==> src/sv/dqcpi_pkg.sv <==
package dqcpi_pkg;

  localparam int DATA_WIDTH = 32;
  localparam int FRAC_BITS  = 16;
  localparam int GAIN_WIDTH = 32;
  localparam int LIM_WIDTH  = 31;
  localparam int PROD_WIDTH = 64;
  localparam int ROOT_STEPS = 32;
  localparam int DIV_STEPS  = 62;
  localparam int CNT_WIDTH  = 6;

  localparam logic REG_PROP_GAIN       = 1'b0;
  localparam logic REG_INTEG_STEP_GAIN = 1'b1;

  localparam logic [GAIN_WIDTH-1:0] PROP_GAIN_RESET  = 32'd65536;
  localparam logic [GAIN_WIDTH-1:0] INTEG_GAIN_RESET = 32'd655;

  typedef enum logic [4:0] {
    OP_NONE, OP_CLEAR, OP_PD, OP_PQ, OP_ID, OP_IQ, OP_INTQ, OP_CLAMP, OP_SUM,
    OP_SQD, OP_SQQ, OP_SQL, OP_TEST, OP_SQRT, OP_MOD, OP_MOQ, OP_DVQ, OP_DIV
  } op_t;

  typedef struct packed {
    op_t  op;
    logic load;
    logic out_load;
  } cmd_t;

  typedef struct packed {
    logic lim_hit;
  } status_t;

  // Saturate a 34-bit signed sum to 32 bits.
  function automatic logic [31:0] sat34(input logic [33:0] v);
    if (v[33:31] == 3'b000 || v[33:31] == 3'b111) return v[31:0];
    else if (v[33]) return 32'h8000_0000;
    else return 32'h7FFF_FFFF;
  endfunction

  // Drop fraction bits of an unsigned product, saturate, apply sign.
  function automatic logic [31:0] mulq_fix(input logic [PROD_WIDTH-1:0] p, input logic neg);
    logic [PROD_WIDTH-FRAC_BITS-1:0] q;
    logic [31:0] m;
    q = p[PROD_WIDTH-1:FRAC_BITS];
    m = {1'b0, q[30:0]};
    if (q[PROD_WIDTH-FRAC_BITS-1:31] != '0) return neg ? 32'h8000_0000 : 32'h7FFF_FFFF;
    else return neg ? 32'(-m) : m;
  endfunction

  function automatic logic [31:0] mag32(input logic [31:0] a);
    return a[31] ? 32'(-a) : a;
  endfunction

endpackage

==> src/sv/dqcpi_ctrl.sv <==
module dqcpi_ctrl import dqcpi_pkg::*; (
  input  logic    clk,
  input  logic    rst,
  input  logic    in_valid,
  input  logic    command,
  output logic    in_stall,
  output logic    out_valid,
  input  logic    out_stall,
  input  status_t status,
  output cmd_t    cmd
);

  typedef enum logic [18:0] {
    S_IDLE  = 19'h00001,
    S_CLEAR = 19'h00002,
    S_PD    = 19'h00004,
    S_PQ    = 19'h00008,
    S_ID    = 19'h00010,
    S_IQ    = 19'h00020,
    S_INTQ  = 19'h00040,
    S_CLAMP = 19'h00080,
    S_SUM   = 19'h00100,
    S_SQD   = 19'h00200,
    S_SQQ   = 19'h00400,
    S_SQL   = 19'h00800,
    S_TEST  = 19'h01000,
    S_SQRT  = 19'h02000,
    S_MOD   = 19'h04000,
    S_MOQ   = 19'h08000,
    S_DVQ   = 19'h10000,
    S_DIV   = 19'h20000,
    S_DONE  = 19'h40000
  } state_t;

  state_t state, state_next;
  logic [CNT_WIDTH-1:0] cnt, cnt_next;
  logic in_acc, out_free;

  assign in_stall = (state != S_IDLE);
  assign in_acc   = in_valid && (state == S_IDLE);
  assign out_free = !out_valid || !out_stall;

  always_comb begin
    state_next   = state;
    cnt_next     = cnt;
    cmd.op       = OP_NONE;
    cmd.load     = in_acc;
    cmd.out_load = 1'b0;
    case (state)
      S_IDLE:  if (in_acc) state_next = command ? S_CLEAR : S_PD;
      S_CLEAR: begin cmd.op = OP_CLEAR; state_next = S_DONE; end
      S_PD:    begin cmd.op = OP_PD;    state_next = S_PQ;   end
      S_PQ:    begin cmd.op = OP_PQ;    state_next = S_ID;   end
      S_ID:    begin cmd.op = OP_ID;    state_next = S_IQ;   end
      S_IQ:    begin cmd.op = OP_IQ;    state_next = S_INTQ; end
      S_INTQ:  begin cmd.op = OP_INTQ;  state_next = S_CLAMP; end
      S_CLAMP: begin cmd.op = OP_CLAMP; state_next = S_SUM;  end
      S_SUM:   begin cmd.op = OP_SUM;   state_next = S_SQD;  end
      S_SQD:   begin cmd.op = OP_SQD;   state_next = S_SQQ;  end
      S_SQQ:   begin cmd.op = OP_SQQ;   state_next = S_SQL;  end
      S_SQL:   begin cmd.op = OP_SQL;   state_next = S_TEST; end
      S_TEST: begin
        cmd.op   = OP_TEST;
        cnt_next = '0;
        state_next = status.lim_hit ? S_SQRT : S_DONE;
      end
      S_SQRT: begin
        cmd.op   = OP_SQRT;
        cnt_next = cnt + 1'b1;
        if (cnt == CNT_WIDTH'(ROOT_STEPS - 1)) state_next = S_MOD;
      end
      S_MOD: begin cmd.op = OP_MOD; state_next = S_MOQ; end
      S_MOQ: begin cmd.op = OP_MOQ; state_next = S_DVQ; end
      S_DVQ: begin cmd.op = OP_DVQ; cnt_next = '0; state_next = S_DIV; end
      S_DIV: begin
        cmd.op   = OP_DIV;
        cnt_next = cnt + 1'b1;
        if (cnt == CNT_WIDTH'(DIV_STEPS - 1)) state_next = S_DONE;
      end
      S_DONE: begin
        // hold until the output word is free
        if (out_free) begin
          cmd.out_load = 1'b1;
          state_next   = S_IDLE;
        end
      end
      default: state_next = S_IDLE;
    endcase
  end

  always_ff @(posedge clk) begin
    if (rst) begin
      state     <= S_IDLE;
      cnt       <= '0;
      out_valid <= 1'b0;
    end else begin
      state <= state_next;
      cnt   <= cnt_next;
      if (cmd.out_load) out_valid <= 1'b1;
      else if (!out_stall) out_valid <= 1'b0;
    end
  end

endmodule

==> config.mk <==
export PLATFORM = sky130hd
export DESIGN_NAME = dqcpi_ctrl
export DESIGN_NICKNAME = d
export VERILOG_FILES = /design/src/sv/dqcpi_pkg.sv /design/src/sv/dqcpi_ctrl.sv
export SDC_FILE = /design/constraint.sdc
export NUM_CORES = 1
export LEC_CHECK = 0
export ABC_CLOCK_PERIOD_IN_PS = 2800
export BUFFER_PORTS_ARGS = -buffer_cell sky130_fd_sc_hd__buf_2
export CORE_AREA = 4 4 61 63
export CTS_BUF_LIST = sky130_fd_sc_hd__clkbuf_2
export DETAILED_ROUTE_END_ITERATION = 8
export DIE_AREA = 0 0 65 67
export GPL_TIMING_DRIVEN = 1
export PLACE_DENSITY_LB_ADDON = 0.15
export REMOVE_ABC_BUFFERS = 1
export SKIP_LAST_GASP = 1
export SLEW_MARGIN = 10
export SYNTH_ARGS = -nofsm -noshare
export SYNTH_HDL_FRONTEND = slang
export SYNTH_SLANG_ARGS = --single-unit
==> constraint.sdc <==
create_clock -name clk -period 2.8 [get_ports clk]
set_clock_uncertainty 0.15 [all_clocks]
set_input_delay 0.42 -clock clk [delete_from_list [all_inputs] [get_ports clk]]
set_output_delay 0.42 -clock clk [all_outputs]
set_load 0.02 [all_outputs]
==> results of run 1 <==
-- logic make-up (layout without fill, tap and decap cells) --
logic type / Yosys count / in the layout / synth area share (%)
compound gates: 26 / 26 / 12.9
flops: 26 / 26 / 29.9
buf+inv: 20 / 50 / 6.75
simple gates: 112 / 112 / 42.6
fa+ha+maj: 2 / 2 / 1.44
xor+xnor: 13 / 13 / 6.53
-- per-stage QoR --
step / total power [uW] / util (%) / setup slack [ps]
after floorplan: 711 / - / 317
after global placement: 824 / 57.7 / 304
after detailed placement: 835 / 57.7 / 237
after CTS: 1020 / 62.2 / -40.5
after global routing: 1090 / 64.1 / -164
final: 1030 / 64.1 / -66.1
-- final cells by class --
class / instances / area [um2]
fill: 286 / 1160
multi-input combinational: 153 / 1140
sequential: 26 / 552
timing repair buffer: 39 / 275
tap: 46 / 57.6
inverter: 8 / 30.0
clock buffer: 3 / 15.0
-- per-layer routing --
layer  up-vias  share of wire (%)  global-route usage, %
met5         -                  0                      0
met4         0                2.0                   6.60
met3        13                6.6                   3.20
met2        88                 51                   40.7
met1       836                 40                   26.3
li1        803                  -                      -
-- Yosys cell counts, drive strengths merged, types with 2 or more instances --
| library cell | n |
|---|---|
| dfxtp | 26 |
| nor2 | 21 |
| nor4 | 17 |
| nor3 | 15 |
| buf | 11 |
| xnor2 | 10 |
| inv | 8 |
| nand2 | 8 |
| nand4 | 7 |
| nor4b | 7 |
| a21oi | 6 |
| nand3 | 6 |
| o21ai | 6 |
| or4 | 5 |
| nand2b | 4 |
| nand4b | 4 |
| nor2b | 3 |
| or2 | 3 |
| xor2 | 3 |
| a2111oi | 2 |
| and3 | 2 |
| ha | 2 |
| nand3b | 2 |
| o211ai | 2 |
| or3 | 2 |
-- registers in the layout, indices dropped and copies added, names as in the netlist --
signal and cells:
state 19, cnt 6, out_valid 1
-- worst max-delay path, delay by kind of cell (launching register included) --
kind	cells	cell delay (ps)
AND/OR/NAND/NOR	4	1310
buffers and inverters	1	120
flip-flops	1	420
AO/OA/AOI/OAI	1	80
-- path summary, 6_finish.rpt --
| check | start | slack, ps | endpoint |
|---|---|---|---|
| worst max-delay path | state[6] | -70 | cmd[3] |
| worst min-delay path | command | 40 | state[2] |
| worst max register to register | state[4] | 360 | state[18] |
| worst min register to register | out_valid | 350 | out_valid |
-- where the power goes --
group / switching, uW / leakage (uW) / internal [uW]
Clock: 113 / 0.0000125 / 29.1
Sequential: 23.9 / 0.000218 / 390
Combinational: 274 / 0.000571 / 201
Total: 411 / 0.000801 / 621
-- cell usage in the layout (no fill, tap or decap), drive strengths merged, types with 7 or more instances in the layout --
| cell type | count |
|---|---|
| buf | 39 |
| nand4 | 7 |
| dfxtp | 26 |
| nor4b | 7 |
| nor3 | 15 |
| nor2 | 21 |
| nand2 | 8 |
| nor4 | 17 |
| xnor2 | 10 |
| inv | 8 |
-- repair_timing --
action                                  in CTS  in global routing
pin swaps                                    9                  3
gates resized for setup                     28                  4
endpoints found under the setup margin       4                  6
setup buffers                                7                  7
==> run metrics, run 1 <==
CP max stage delay 570 ps; placed insts 258; FF-to-FF path depth 7; Final Hold Viols 0; RD Place Congestion around 0.86; Area after DPL 0.00187 mm2; Die ar. 0.00436 mm2; critical path peak fanout 4; worst min-delay path category in -> reg; Slew @ Worst Pin 523 ps; share of the synthesized area in the top cell type 29.9%; largest net degree at the start of global routing 14; Design Area, Final 0.00207 mm2; Layout area overhead 18.8%; Startpoint Class flip-flop; fin cells between 200 and 300; Via density 6.33; max-slew violations 0; CTS tree done; I/O pin cnt 15; Worst Slack Setup Final -66.1 ps; number of port buffers 14; Initial DRC Count 99; number of synthesized flops with an enable pin 0; Worst slew margin 64.6%; setup_tns -204 ps; Initial DRT Pass Iterations 5; status finished with violations; Root Buffer clkbuf_2; Clock transition at path regs about 250 ps; Post-DP HPWL around 3400 um; DR vias 1740; Num CTS Buffers 3; die width 65 um; post-synth cell types 54; crit path time final around 2900 ps; CP max-delay cell or4_4; Min Hold Slack ~39 ps; ant diodes 0; grt ovf 0; YS warnings 0; Async SR Flop Fraction 0%; Synth Register Bits 26; Setup violations, final 4; number of global-route vias before repair 1655; Crit Path Class reg -> out; Primary FF master, synth dfxtp_1; Max Cap Viol 0; violated checks negative setup slack; Final #Nets 239; worst-path cell chain or4_4, nor4_4, and4b_2, a311oi_1, nand3_1, buf_6; antenna violations before repair 0; dominant cells by area after synthesis dfxtp_1 30%, xnor2_1 5.0%, nor2_1 4.5%, nor3_1 4.3%, nor4_1 4.3%; H-tree depth 1; Peak supply drop 0.334 mV; Die H 67 um; CTS max path bufs 2; share of cells above drive strength 1 about 35%; Cell Area, Synth 0.00174 mm2; first-pass GRT wire length 7570 um; critical path endpoint category primary output; Routed WL per cell 17.3 um; core area 0.00323 mm2; PwrDens between 400 and 500 mW/mm2; Post-DRT Antenna Nets 0; RSZ-0062 raised after global routing yes; period utilization 102%; Required @ worst endpoint 2230 ps; Tot GR Track Use between 20 and 25%; Residual DRC 0; CTS Hold Bufs 0; Yosys top cell by area dfxtp_1; syn avg cell area 8.76 um2; worst hold path depth 2; initial core utilization 53.9%; number of core rows 21; drt total wl 4750 um; post-synthesis sequential area ratio 29.9%; leakage 0.000801 uW; synthesized netlist cell count about 200; crit path DAT 2300 ps; fmax 349 MHz; clk sink count 26; Worst-Skew Late Latency 370 ps
No activity file was read; power rests on OpenSTA's default activity.
==> inputs of run 2 (changes only) <==
--- a/config.mk
+++ b/config.mk
@@ -5,12 +5,13 @@
 export SDC_FILE = /design/constraint.sdc
 export NUM_CORES = 1
 export LEC_CHECK = 0
-export ABC_CLOCK_PERIOD_IN_PS = 2800
+export ABC_AREA = 1
+export ABC_CLOCK_PERIOD_IN_PS = 3300
 export BUFFER_PORTS_ARGS = -buffer_cell sky130_fd_sc_hd__buf_2
-export CORE_AREA = 4 4 61 63
+export CORE_AREA = 4 4 60 62
 export CTS_BUF_LIST = sky130_fd_sc_hd__clkbuf_2
 export DETAILED_ROUTE_END_ITERATION = 8
-export DIE_AREA = 0 0 65 67
+export DIE_AREA = 0 0 64 66
 export GPL_TIMING_DRIVEN = 1
 export PLACE_DENSITY_LB_ADDON = 0.15
 export REMOVE_ABC_BUFFERS = 1
==> constraint.sdc (replaced) <==
create_clock -name clk -period 3.3 [get_ports clk]
set_clock_uncertainty 0.15 [all_clocks]
set_input_delay 0.495 -clock clk [delete_from_list [all_inputs] [get_ports clk]]
set_output_delay 0.495 -clock clk [all_outputs]
set_load 0.02 [all_outputs]
==> run 2 against run 1 <==
  * The run now ends clean
  * Worst hold slack better by 170 ps
  * Flip-flop and latch count unchanged
  * Utilization is 5.0 points lower
  * Non-clock buffer count decreased by 25
  * Design area shrank 14%
  * Critical path depth grew 2
  * Synthesized cell count is 28% higher
  * Clock power shrank 13%
  * First-iteration DRC count fell by 34%
  * Worst setup slack improved by 820 ps
  * Critical path type unchanged
  * Largest power group is now sequential cells
  * Highest routed layer unchanged
==> run metrics, run 2 <==
CTS tree done; metal3 WL 106 um (-66%); PostCTS Resize Cnt 0 (-100%); critical path peak fanout 7 (+3); Min Hold Slack 207 ps (+168 ps); Post-DRT Antenna Nets 0 (unchanged); drt total wl 3410 um (-28%); Max Cap Viol 0 (unchanged); CTS Hold Bufs 0 (unchanged); number of port buffers 14 (unchanged); Required @ worst endpoint 2650 ps (+420 ps); most frequent cell after synthesis nand2_1; Crit Path Class reg -> out; core area 0.00303 mm2 (-6.3%); share of the synthesized area in the top cell type 31.1% (+1.3 points); period utilization 77.2%; Async SR Flop Fraction 0% (unchanged); M1 WL 1760 um (-7.6%); detailed-routed wire length on met2 1500 um (-38%); leakage 0.000961 uW (+20%); first-pass GRT wire length 6210 um (-18%); fmax 392 MHz; Top Layer Used met4; antenna violations before repair 0 (unchanged); PwrDens 421 mW/mm2 (-15%); Die H 66 um (-1.5%); dominant cells by area after synthesis dfxtp_1 31%, nand2_1 11%, inv_1 8.3%, nor2_1 6.5%, nand4_1 6.0%; Cell Area, Synth 0.00167 mm2 (-4.1%); DR vias 1534 (-12%); clk sink count 26 (unchanged); Setup Buffers After CTS 0 (-7); Initial DRC Count 65 (-34%); most flop-heavy register state; most frequent cells after synthesis 49 x nand2_1, 37 x inv_1, 29 x nor2_1; Synth Register Bits 26 (unchanged); Primary FF master, synth dfxtp_1; largest net degree at the start of global routing 17 (+3); Die ar. 0.00422 mm2 (-3.0%); Post-DP HPWL 2670 um (-21%); number of synthesized flops with an enable pin 0 (unchanged); Slew @ Worst Pin 585 ps (+61.9 ps); Initial DRT Pass Iterations 4 (-1); commonest cells after routing, fill and taps aside 49 x nand2_1, 37 x inv_1, 29 x nor2_1, 26 x dfxtp_1, 16 x nand4_1; Tot GR Track Use 18.2% (-3.9 points); top flop regs state x19, cnt x6, out_valid x1; Worst-Skew Late Latency 360 ps (about the same); RSZ-0062 raised after global routing no; share of cells above drive strength 1 20.8% (-15 points); most common cell after layout, fill and taps aside nand2_1; Setup violations, final 0 (-4); Yosys top cell by area dfxtp_1; max-slew violations 0 (unchanged); number of core rows 20 (-4.8%); max reg flops 19 (unchanged); post-synthesis sequential area ratio 31.1% (+1.3 points); Routed WL per cell 10.9 um (-37%); syn avg cell area 6.56 um2 (-25%); H-tree depth 1 (unchanged); Fill cells 313 (+9.4%); die width 64 um (-1.5%); crit path DAT 1900 ps (-400 ps); initial core utilization 55.2% (+1.3 points); worst min-delay path category in -> reg; post-synth cell types 25 (-54%); Num CTS Buffers 3 (unchanged); Via density 4.90 (-23%); grt ovf 0 (unchanged); Residual DRC 0 (unchanged); CTS max path bufs 2 (unchanged); Layout area overhead 6.96%; status finished, final reports clean; Clock transition at path regs 250 ps (about the same); Startpoint Class flip-flop; setup_tns 0 ps (+204 ps); number of global-route vias before repair 1435 (-13%); crit path time final 2550 ps; Worst slew margin 60.9% (-3.7 points); Final #Nets 278 (+16%); Final Hold Viols 0 (unchanged); ant diodes 0 (unchanged); synthesized netlist cell count 255 (+28%); Root Buffer clkbuf_2; RD Place Congestion 0.875 (+2.0%); Peak supply drop 0.300 mV (-10%); I/O pin cnt 15 (unchanged); fin cells 313 (+14%); critical path endpoint category primary output; placed insts 309 (+20%); YS warnings 0 (unchanged)
run 2: cell count changes after synthesis, sizes merged, moves of 8 or more:
cell   before  now
nand2       8   61
inv         8   48
nor2       21   41
nor4       17    0
nand3       6   18
xnor2      10    0
nand4       7   16
buf        11    3
run 2: final timing paths:
check | cells past startpoint | from | to | slack, ps
setup / recovery | 8 | state[14] | cmd[3] | 750
hold / removal | 3 | command | state[1] | 210
setup reg to reg | 9 | cnt[0] | state[5] | 1340
hold reg to reg | 2 | out_valid | out_valid | 350
run 2: kinds of logic after synthesis:
| logic type | after synthesis | synth area share [%] |
|---|---|---|
| AOI/OAI and AO/OA | 19 | 5.69 |
| xor gates and xnor gates | 4 | 2.10 |
| adders and majority gates | 2 | 1.50 |
| buffers and inverters | 53 | 12.6 |
| DFF | 26 | 31.1 |
| and+or+nand+nor | 151 | 46.9 |
run 2: stage by stage:
stage	power, uW	worst slack [ps]	util, %	area, um2
6_report	753	751	59.0	1790
5_1_grt	805	501	59.0	1790
4_1_cts	755	752	59.0	1790
3_5_place_dp	633	1190	58.4	1770
3_3_place_gp	631	1180	58.4	1770
2_1_floorplan	571	1210	-	1640
run 2: area by class of cell:
cell class                      instances  area (um2)  share of cell area, %
Multi-Input combinational cell        176         940                   52.6
Sequential cell                        26         520                   29.1
Inverter                               49         184                   10.3
Timing Repair Buffer                   14        70.1                   3.92
Tap cell                               44        55.1                   3.08
Clock buffer                            3        15.0                  0.840
Clock inverter                          1        3.75                  0.210
run 2: routing by layer:
layer  track usage (%)  vias to the layer above
met3              2.72                        5
li1                  -                      836
met5                 0                        -
met4              5.66                        0
met2              28.9                       19
met1              25.3                      674
run 2: where the power goes:
group / internal, uW / switching [uW] / total (uW)
Sequential: 328 / 10.3 / 338
Combinational: 89.9 / 202 / 292
Clock: 26.3 / 96.5 / 123
run 2: worst max-delay path: stages, from the launching register on:
cell and delay, ps:
dfxtp_1 380, nor2_1 180, nand2_1 130, inv_2 100, nand2_4 80, nor2_2 230, o21ai_0 180, nand3_1 110
buf_2 160
